<file path="src/hw/rtl/mkslp_pkg.sv">
// mkslp_pkg: shared types, constants and register codes for the multi-key press detector
// used by the lane, merge, top level and checker files; no dependencies
package mkslp_pkg;

    localparam int KEY_COUNT_DEF = 5;
    localparam int LEVEL_BITS    = 5;
    localparam int COUNT_W       = 8;
    localparam int CODE_W        = 4;
    localparam int ADDR_W        = 4;
    localparam int DATA_W        = 32;

    localparam logic [COUNT_W-1:0] COUNT_MAX          = 8'd255;
    localparam logic [COUNT_W-1:0] SHORT_MIN_RST      = 8'd8;
    localparam logic [COUNT_W-1:0] SHORT_MAX_RST      = 8'd40;
    localparam logic [COUNT_W-1:0] LONG_THRESHOLD_RST = 8'd80;
    localparam logic               ACTIVE_LEVEL_RST   = 1'b0;

    // register index codes (paddr[3:2])
    localparam logic [1:0] REG_ACTIVE_LEVEL   = 2'd0;
    localparam logic [1:0] REG_SHORT_MIN      = 2'd1;
    localparam logic [1:0] REG_SHORT_MAX      = 2'd2;
    localparam logic [1:0] REG_LONG_THRESHOLD = 2'd3;

    typedef struct packed {
        logic               active_level;
        logic [COUNT_W-1:0] short_min;
        logic [COUNT_W-1:0] short_max;
        logic [COUNT_W-1:0] long_threshold;
    } cfg_t;

    typedef struct packed {
        logic hit;
        logic long_press;
    } lane_stat_t;

endpackage

</file>
<file path="src/hw/rtl/mkslp_lane.sv">
// mkslp_lane: one key's hold counter and its short/long press test
// depends on mkslp_pkg
module mkslp_lane (
    input  logic                aclk,
    input  logic                aresetn,
    input  mkslp_pkg::cfg_t     cfg,
    input  logic                level,
    input  logic                upd,
    output mkslp_pkg::lane_stat_t stat
);
    import mkslp_pkg::*;

    logic [COUNT_W-1:0] count_reg;
    logic [COUNT_W-1:0] count_next;
    logic [COUNT_W-1:0] count_inc;
    logic               pressed;

    assign pressed   = (level == cfg.active_level);
    assign count_inc = (count_reg == COUNT_MAX) ? count_reg : count_reg + COUNT_W'(1);

    always_comb begin
        if (pressed) begin
            count_next      = count_inc;
            stat.hit        = (count_inc > cfg.long_threshold);
            stat.long_press = 1'b1;
        end else begin
            count_next      = '0;
            stat.hit        = (count_reg > cfg.short_min) && (count_reg < cfg.short_max);
            stat.long_press = 1'b0;
        end
    end

    always_ff @(posedge aclk) begin
        if (!aresetn) begin
            count_reg <= '0;
        end else if (upd) begin
            count_reg <= count_next;
        end
    end

endmodule

</file>
<file path="src/hw/rtl/mkslp_merge.sv">
// mkslp_merge: picks the lowest key that reports, builds the event code
// and the mask of lanes that take their update on this tick; depends on mkslp_pkg
module mkslp_merge #(
    parameter int KEY_COUNT = mkslp_pkg::KEY_COUNT_DEF
) (
    input  logic                          tick,
    input  mkslp_pkg::lane_stat_t         stat [KEY_COUNT],
    output logic [KEY_COUNT-1:0]          upd_mask,
    output logic [mkslp_pkg::CODE_W-1:0]  event_code
);
    import mkslp_pkg::*;

    localparam int IW = (KEY_COUNT > 1) ? $clog2(KEY_COUNT) : 1;
    localparam int CW = IW + 2;

    logic [KEY_COUNT-1:0] hit_vec;
    logic [KEY_COUNT-1:0] long_vec;
    logic [KEY_COUNT-1:0] lowbit;
    logic [IW-1:0]        idx;
    logic                 sel_long;
    logic [CW-1:0]        code_full;

    always_comb begin
        for (int i = 0; i < KEY_COUNT; i++) begin
            hit_vec[i]  = stat[i].hit & tick;
            long_vec[i] = stat[i].long_press;
        end
    end

    // isolate the first reporting key; lanes up to and including it are updated, or all lanes when none reports
    assign lowbit   = hit_vec & (~hit_vec + KEY_COUNT'(1));
    assign upd_mask = lowbit | (lowbit - KEY_COUNT'(1));
    assign sel_long = |(lowbit & long_vec);

    always_comb begin
        idx = '0;
        for (int i = 0; i < KEY_COUNT; i++) begin
            if (lowbit[i]) begin
                idx = idx | IW'(i);
            end
        end
    end

    // key k = idx+1: short 2k-1 = 2*idx+1, long 2k = 2*idx+2
    always_comb begin
        if (|hit_vec) begin
            code_full = CW'({idx, 1'b0}) + CW'(1) + CW'(sel_long);
        end else begin
            code_full = '0;
        end
    end

    assign event_code = CODE_W'(code_full);

endmodule

</file>
<file path="src/hw/rtl/multi_key_short_long_press_core.sv">
// multi_key_short_long_press_core: multi-key short/long press detector
// uses KEY_COUNT mkslp_lane instances and one mkslp_merge; depends on mkslp_pkg
//
// Usage:
//   s_ channel: one transfer per scan sample. s_tuser[0] is the scan tick,
//   s_tdata[4:0] holds the key levels (bit 0 is key 1). A transfer with the
//   tick low changes nothing and yields code 0.
//   m_ channel: one transfer per input transfer, m_tdata[3:0] is the event
//   code (0 none, 2k-1 short press of key k, 2k long press of key k).
//   APB port: four registers at 0x0 active_level, 0x4 short_min,
//   0x8 short_max, 0xC long_threshold; pready is always high.
// Timing:
//   the result is registered and valid in the cycle after the input transfer.
//   One item per cycle is sustained while m_tready stays high: all lanes
//   and the priority merge evaluate in the cycle of the transfer and the
//   hold counters update at that edge. When the receiver stalls, the single
//   output register holds its result and s_tready drops until it is taken.
// Reset: clears all hold counters and the output valid, and loads the
//   register defaults (active level 0, short window 8..40, long 80).
module multi_key_short_long_press_core #(
    parameter int KEY_COUNT = mkslp_pkg::KEY_COUNT_DEF
) (
    input  logic        aclk,
    input  logic        aresetn,
    // input stream
    input  logic        s_tvalid,
    output logic        s_tready,
    input  logic [7:0]  s_tdata,   // [4:0] key_levels
    input  logic [0:0]  s_tuser,   // [0] scan_tick
    // result stream
    output logic        m_tvalid,
    input  logic        m_tready,
    output logic [7:0]  m_tdata,   // [3:0] event_code
    // configuration
    input  logic                           psel,
    input  logic                           penable,
    input  logic                           pwrite,
    input  logic [mkslp_pkg::ADDR_W-1:0]   paddr,
    input  logic [mkslp_pkg::DATA_W-1:0]   pwdata,
    output logic [mkslp_pkg::DATA_W-1:0]   prdata,
    output logic                           pready
);
    import mkslp_pkg::*;

    cfg_t                 cfg_reg;
    logic                 in_xfer;
    logic                 cfg_wr;
    logic [1:0]           reg_idx;
    lane_stat_t           stat [KEY_COUNT];
    logic [KEY_COUNT-1:0] upd_mask;
    logic [CODE_W-1:0]    event_code;
    logic                 m_tvalid_reg;
    logic [CODE_W-1:0]    m_code_reg;

    assign pready   = 1'b1;
    assign reg_idx  = paddr[3:2];
    assign cfg_wr   = psel & penable & pwrite & pready;
    assign s_tready = !m_tvalid_reg || m_tready;
    assign in_xfer  = s_tvalid & s_tready;

    always_ff @(posedge aclk) begin
        if (!aresetn) begin
            cfg_reg.active_level   <= ACTIVE_LEVEL_RST;
            cfg_reg.short_min      <= SHORT_MIN_RST;
            cfg_reg.short_max      <= SHORT_MAX_RST;
            cfg_reg.long_threshold <= LONG_THRESHOLD_RST;
        end else if (cfg_wr) begin
            case (reg_idx)
                REG_ACTIVE_LEVEL:   cfg_reg.active_level   <= pwdata[0];
                REG_SHORT_MIN:      cfg_reg.short_min      <= pwdata[COUNT_W-1:0];
                REG_SHORT_MAX:      cfg_reg.short_max      <= pwdata[COUNT_W-1:0];
                REG_LONG_THRESHOLD: cfg_reg.long_threshold <= pwdata[COUNT_W-1:0];
                default: ;
            endcase
        end
    end

    always_comb begin
        case (reg_idx)
            REG_ACTIVE_LEVEL:   prdata = DATA_W'(cfg_reg.active_level);
            REG_SHORT_MIN:      prdata = DATA_W'(cfg_reg.short_min);
            REG_SHORT_MAX:      prdata = DATA_W'(cfg_reg.short_max);
            REG_LONG_THRESHOLD: prdata = DATA_W'(cfg_reg.long_threshold);
            default:            prdata = '0;
        endcase
    end

    for (genvar g = 0; g < KEY_COUNT; g++) begin : g_lane
        logic level;
        // keys past the sampled width read level 0
        if (g < LEVEL_BITS) begin : g_pin
            assign level = s_tdata[g];
        end else begin : g_nopin
            assign level = 1'b0;
        end

        mkslp_lane u_lane (
            .aclk    (aclk),
            .aresetn (aresetn),
            .cfg     (cfg_reg),
            .level   (level),
            .upd     (in_xfer & s_tuser[0] & upd_mask[g]),
            .stat    (stat[g])
        );
    end

    mkslp_merge #(
        .KEY_COUNT (KEY_COUNT)
    ) u_merge (
        .tick       (s_tuser[0]),
        .stat       (stat),
        .upd_mask   (upd_mask),
        .event_code (event_code)
    );

    always_ff @(posedge aclk) begin
        if (!aresetn) begin
            m_tvalid_reg <= 1'b0;
        end else if (in_xfer) begin
            m_tvalid_reg <= 1'b1;
        end else if (m_tready) begin
            m_tvalid_reg <= 1'b0;
        end
    end

    always_ff @(posedge aclk) begin
        if (in_xfer) begin
            m_code_reg <= event_code;
        end
    end

    assign m_tvalid = m_tvalid_reg;
    assign m_tdata  = {{(8-CODE_W){1'b0}}, m_code_reg};

endmodule

</file>
<file path="config.mk">
export PLATFORM = sky130hd
export DESIGN_NAME = multi_key_short_long_press_core
export DESIGN_NICKNAME = d
export VERILOG_FILES = /design/src/hw/rtl/mkslp_pkg.sv /design/src/hw/rtl/mkslp_lane.sv /design/src/hw/rtl/mkslp_merge.sv /design/src/hw/rtl/multi_key_short_long_press_core.sv
export SDC_FILE = /design/constraint.sdc
export NUM_CORES = 1
export LEC_CHECK = 0
export BUFFER_PORTS_ARGS = -buffer_cell sky130_fd_sc_hd__buf_2
export CORE_ASPECT_RATIO = 1.25
export CORE_UTILIZATION = 45
export DETAILED_ROUTE_END_ITERATION = 8
export GPL_TIMING_DRIVEN = 0
export HOLD_SLACK_MARGIN = 0.06
export MAX_ROUTING_LAYER = met4
export PLACE_DENSITY = 0.67
export SLEW_MARGIN = 20
export SYNTH_ARGS = -nofsm -noshare
export SYNTH_HDL_FRONTEND = slang
export SYNTH_SLANG_ARGS = --single-unit
</file>
<file path="constraint.sdc">
create_clock -name aclk -period 3.1 [get_ports aclk]
set_input_delay 0.155 -clock aclk [delete_from_list [all_inputs] [get_ports aclk]]
set_output_delay 0.155 -clock aclk [all_outputs]
set_load 0.05 [all_outputs]
</file>
# After elaboration in Yosys (flattened, before gate mapping)
# Index checks and enable logic that the tools add are counted.
dict set report totals {
  reg_bits 70
  inputBits 52
  output_inout_bits 43
  elab_cells 103
}
dict set report op_classes {
  addsub 9
  magnitude_cmp 15
  eq_ne 13
  mux 22
  bitwise_logic 18
  n_reduce_logical 15
}
# cell n
set op_table {}
lappend op_table {{$pmux 32 s4} 1}
lappend op_table {{$gt 8x8->1} 10}
lappend op_table {{$mux 8} 10}
lappend op_table {{$add 8x1->8 const B} 5}
lappend op_table {{$eq 8x8->1 const B} 5}
lappend op_table {{$lt 8x8->1} 5}
lappend op_table {{$and 1x1->1} 14}
lappend op_table {{$mux 2} 7}
lappend op_table {{$and 5x5->5} 2}
lappend op_table {{$reduce_or 5->1} 2}
lappend op_table {{$reduce_and 2->1} 4}
lappend op_table {{$add 5x1->5 const B} 1}
lappend op_table {{$eq 1x1->1} 5}
lappend op_table {{$logic_and 1x1->1} 5}
lappend op_table {{$not 5->5} 1}
lappend op_table {{$or 5x5->5} 1}
lappend op_table {{$sub 5x1->5 const B} 1}
lappend op_table {{$add 4x1->4} 1}
lappend op_table {{$add 4x1->4 const B} 1}
lappend op_table {{$eq 2x2->1 const B} 2}
lappend op_table {{$mux 1} 3}
lappend op_table {{$mux 3} 1}
lappend op_table {{$eq 2x1->1 const B} 1}
lappend op_table {{$logic_not 2->1} 1}
lappend op_table {{3 further kinds} 3}

# Longest topological paths before layout
dict set report depth {
  word_depth 14
  ltp_mapped 18
  ltp_nobuf 17
}

# Hierarchy
# A second synthesis with hierarchy kept.
dict set report unflattened {
  hier_cells 936
  hier_area_um2 7563.5
}
# module instances cells_each area_each_um2 seq_area_each_um2
set modules_own_cells {}
lappend modules_own_cells {mkslp_lane 5 148 1134.8 160.2}
lappend modules_own_cells {multi_key_short_long_press_core 1 164 1679.1 640.6}
lappend modules_own_cells {mkslp_merge 1 32 210.2 0.0}

# Worst setup path before layout
# Ideal clock, no wire load.
dict set report synth_path {
  path_kind {reg-to-reg}
  startpoint {reg g_lane[0].u_lane.count_reg[3]}
  endpoint {reg g_lane[2].u_lane.count_reg[0]}
  setup_ns 0.070
  arrival_ns 3.159
  t_required_ns 3.030
  path_slack_ns -0.129
  path_stages_with_launch 16
  path_buffers 2
  synth_period_minus_slack_ns 3.229
  path_cell_list {dfxtp_1 > clkbuf_1 > nand4_1 > nor2_1 > nor2_1 > nand3_1 > xnor2_1 > ha_1 > a211o_1 > a21oi_2 > o211a_1 > o21ai_2 > nand4b_4 > buf_6 > or4b_1 > a21oi_1}
}
dict set report synth_between {
  elab_chain_cells 11
  elab_cells_between_ends 15
  classes_between {3 x add/sub; 3 x order compare; 1 x eq/ne; 2 x mux; 5 x bitwise; 1 x reduce/logical}
}
# element line
set synth_lines {}
lappend synth_lines {{start: declaration} mkslp_lane.sv:13} ;# logic [COUNT_W-1:0] count_reg;
lappend synth_lines {{start signal: assignment} mkslp_lane.sv:37} ;# count_reg <= count_next;
lappend synth_lines {{$add 8x1->8 / $eq 8x8->1 (equally long branches)} mkslp_lane.sv:19} ;# assign count_inc = (count_reg == COUNT_MAX) ? count_reg : count_reg + COUNT_W'(1);
lappend synth_lines {{$mux 8} mkslp_lane.sv:19}
lappend synth_lines {{$gt 8x8->1} mkslp_lane.sv:24} ;# stat.hit = (count_inc > cfg.long_threshold);
lappend synth_lines {{$mux 2 (*)} mkslp_lane.sv:22} ;# if (pressed) begin
lappend synth_lines {{$and 1x1->1 (*)} mkslp_merge.sv:25} ;# hit_vec[i] = stat[i].hit & tick;
lappend synth_lines {{$not 5->5} mkslp_merge.sv:31} ;# assign lowbit = hit_vec & (~hit_vec + KEY_COUNT'(1));
lappend synth_lines {{$add 5x1->5} mkslp_merge.sv:31}
lappend synth_lines {{$and 5x5->5 (*)} mkslp_merge.sv:31}
lappend synth_lines {{$sub 5x1->5} mkslp_merge.sv:32} ;# assign upd_mask = lowbit | (lowbit - KEY_COUNT'(1));
lappend synth_lines {{$or 5x5->5 (*)} mkslp_merge.sv:32}
lappend synth_lines {{$and 1x1->1 (*)} multi_key_short_long_press_core.sv:102} ;# .upd (in_xfer & s_tuser[0] & upd_mask[g]),
lappend synth_lines {{end signal: assignment} mkslp_lane.sv:37}
lappend synth_lines {{end: declaration} mkslp_lane.sv:13}
# Mark *: on every way between the ends. The rest lies on a longest branch, timed or not.
# A chain may end at the register's enable or synchronous reset.

# Worst setup path after layout
# Same ends and word-level chain as after synthesis.

==> results by group <==
Synthesis
  • Sequential area share after synthesis: 0.209
  • Synth cell types: 74
  • Average cell area after synthesis: a little over 8 sq um
  • #FFs+latches synth: 70
  • Largest family of logic cells by synthesized area: adder cells
  • Mapped Area: 6910 sq um
  • Area leader, netlist: ha_1
  • Post-synth EDFFs: 4
  • Adder-cell area share of the yosys netlist: 0.219
  • Syn Inst Count: around 840
  • XOR/XNOR Fraction of Synth Area: 0.0434
  • Area share of the largest cell type after synthesis: 0.219
  • Async SR Flop Fraction: 0
  • Synth Area in Compound Gates: 0.190
  • Top post-synthesis cells by area: ha_1 (22%), dfxtp_1 (19%), a21oi_1 (4.3%)
  • Top-count cell post-synth: ha_1
  • Simple-gate share of the synthesized area: 0.215
  • Yosys warning count: 0
  • Multiplexer share of the synthesized area: 0.0453
  • Synth cell count leaders: ha_1 (121), nor2_1 (72), dfxtp_1 (66), nand2_1 (66), a21oi_1 (60)
  • Prevailing post-synth register cell: dfxtp_1

Timing
  • Worst Clk Skew: roughly 0.012 ns
  • Crit path time final: 3.36 ns
  • F_max: 0.298 GHz
  • Setup_tns: -3.70 ns
  • Worst rel slew slack: 0.315
  • Final setup fails: 24
  • Tcrit/Tclk final: 1.08
  • RSZ-0062 raised after global routing: yes
  • Min setup slack post-route: -0.258 ns
  • Least-Margin Pin Slew: 1.02 ns
  • Final Hold Vio Count: 0
  • Final Max Slew Viols: 0

Global routing
  • First-pass GRT wire length: 34,100 microns
  • All-layer global routing usage: 0.293
  • Number of global-route vias before repair: between 6,000 and 7,000
  • Total gr overflow: 0
  • Initial antenna violation count: 0
  • Largest net degree at the start of global routing: 14

Setup path
  • Endpoint type of the worst setup path: register
  • Slowest stage delay, CP: 0.48 ns
  • Buffers & Inverters on Critical Path: 2
  • Crit. Startpoint: g_lane[0].u_lane.count_reg[3]
  • Crit path depth: 15
  • CP Launch Type: register
  • Worst Setup EP: g_lane[2].u_lane.count_reg[0]
  • Worst reg2reg setup slack: -0.26 ns
  • CP Data Required Time: 3.38 ns
  • Worst-path maximum fanout: 5
  • Worst r2r src: g_lane[0].u_lane.count_reg[3]
  • Crit-path cells: buf_8 > nand4_1 > nor2_4 > nor2_4 > nand3_2 > xnor2_2 > ha_1 > a211o_1 > a21oi_2 > a211o_1 > o21ai_4 > nand4b_4 > buf_8 > or4b_4 > a21oi_2
  • FF-to-FF path depth: 15
  • R2R Path End: g_lane[2].u_lane.count_reg[0]
  • Worst Path Arrival: 3.63 ns
  • Cell family with most CP delay: simple AND/OR/NAND/NOR gates
  • Critical path class: reg2reg
  • Slowest cell on crit path: or4b_4

Drt
  • DR pass1 iterations: 5
  • Remaining DRCs: 0
  • Antenna viol nets, final: 0
  • Avg WL per Cell: around 20 microns
  • Via/cell ratio: 5.97
  • Total Routed Length: 22,300 microns
  • Vias: 6,817
  • Drt initial violations: 448

Clock tree
  • Max clock buf depth: 2
  • CTS H-tree depth: 3
  • CTS sink count: 70
  • Worst-Skew Late Latency: between 0.3 and 0.4 ns
  • Worst-path clk slew: 0.06 ns
  • CTS root buf: clkbuf_16
  • TritonCTS buffer count: 9
  • TritonCTS clock tree: built

Flow run
  • Maxcap violations: 0

Power
  • VDD IR-drop max: between 200 and 250 uV
  • P_leak: roughly 3.8 nW
  • Power Total: between 0.002 and 0.0025 W
  • Power Dens Cells: 286 nW/um^2

Layout
  • Final Instance Area: 8590 sq um
  • Antenna cell count: 0
  • Layout area overhead: 24.3%
  • Max reg flops: 40
  • # fillers: between 1,000 and 1,500
  • Layout cell share with drive strength beyond 1: 0.249
  • Post-layout net count: around 1,100

Hold path
  • Worst min path class: in2reg

Die
  • Initial Utilization: 0.460
  • # IOs: 95
  • Core area: 15,000 sq um
  • Core Rows: 50
  • Die H: 141 microns
  • Die Width: between 100 and 150 microns
  • Die area: 15,900 sq um

Place
  • Placed Instance Area: 7460 sq um
  • Final HPWL DP: 15,300 microns
  • RePlAce Congestion: 0.922
  • Dpl ws: -0.551 ns
  • Port buffer count: 35

Outcome
  • Failing checks: negative setup slack
  • Status: finished with violations
[layout make-up]
type                            instances  area, sq um  share of cell area
Clock buffer                           10          239              0.0278
Inverter                               47          176              0.0205
Sequential cell                        70         1500               0.174
Tap cell                              182          228              0.0265
Timing Repair Buffer                   81          563              0.0655
Clock inverter                          6         68.8             0.00801
Multi-Input combinational cell        694         5440               0.633
Buffer                                 52          388              0.0451
[what timing repair did]
action                                  CTS  global route
setup buffers                            28            19
endpoints found under the setup margin   36            36
cloned                                    2             0
endpoints found under the hold margin     1             0
hold buffers                              1             0
pin swaps                                34            32
gates resized for setup                  71            47
[worst reg2reg max path, cell delays in order, from the launching register on]
cell and delay [ns]:
dfxtp_2 0.33, buf_8 0.11, nand4_1 0.16, nor2_4 0.09
nor2_4 0.15, nand3_2 0.10, xnor2_2 0.16, ha_1 0.31
a211o_1 0.28, a21oi_2 0.16, a211o_1 0.23, o21ai_4 0.08
nand4b_4 0.28, buf_8 0.21, or4b_4 0.48, a21oi_2 0.14
[report_power, final]
group          internal, W  switching [W]
sequential        0.000912      0.0000131
combinational     0.000143       0.000294
clock             0.000649       0.000447
[cells by family (layout without fill, tap and decap cells)]
family | count (synthesis) | in the layout
mux | 29 | 29
simple gates | 290 | 291
buf+inv | 100 | 196
other cells | 2 | 29
compound gates | 200 | 200
xor+xnor | 24 | 24
fa+ha+maj | 121 | 121
flops | 70 | 70
[metrics by stage]
stage,hold WS (ns),utilization,cells
floorplan,0.284,-,863
global placement,0.411,0.497,1080
detailed placement,0.421,0.497,1080
CTS,0.0641,0.550,1126
global route,0.0798,0.572,1142
finish,0.0635,0.572,1142
[layer usage]
metal / track usage / vias to the layer above / part of all wire
li1: - / 3272 / -
met1: 0.338 / 3197 / 0.41
met2: 0.469 / 255 / 0.47
met3: 0.0493 / 93 / 0.056
met4: 0.194 / 0 / 0.066
met5: - / - / 0
[placed cells by master (no fill, tap or decap), drive strengths merged, types with 10 or more instances in the layout]
cell and count:
dfxtp 66, nor2b 11, clkbuf 23, a21o 15
nor2 72, xnor2 18, conb 29, and3 11
nand4 28, o21ai 40, buf 119, ha 121
a21oi 61, o211ai 10, o21a 14, nand2 67
mux2i 20, nand3 44, inv 48
[how the worst min path moves through the flow]
stage | cells past startpoint | startpoint | slack (ns) | to
global route | 3 | pwdata[4] | 0.08 | cfg_reg[4]
detailed placement | 3 | s_tvalid | 0.42 | m_tvalid
floorplan | 2 | s_tvalid | 0.28 | m_tvalid
finish | 3 | pwdata[4] | 0.06 | cfg_reg[4]
global placement | 3 | s_tvalid | 0.41 | m_tvalid
CTS | 3 | pwdata[4] | 0.06 | cfg_reg[4]
Note: power is estimated with default switching activity, not from simulation.
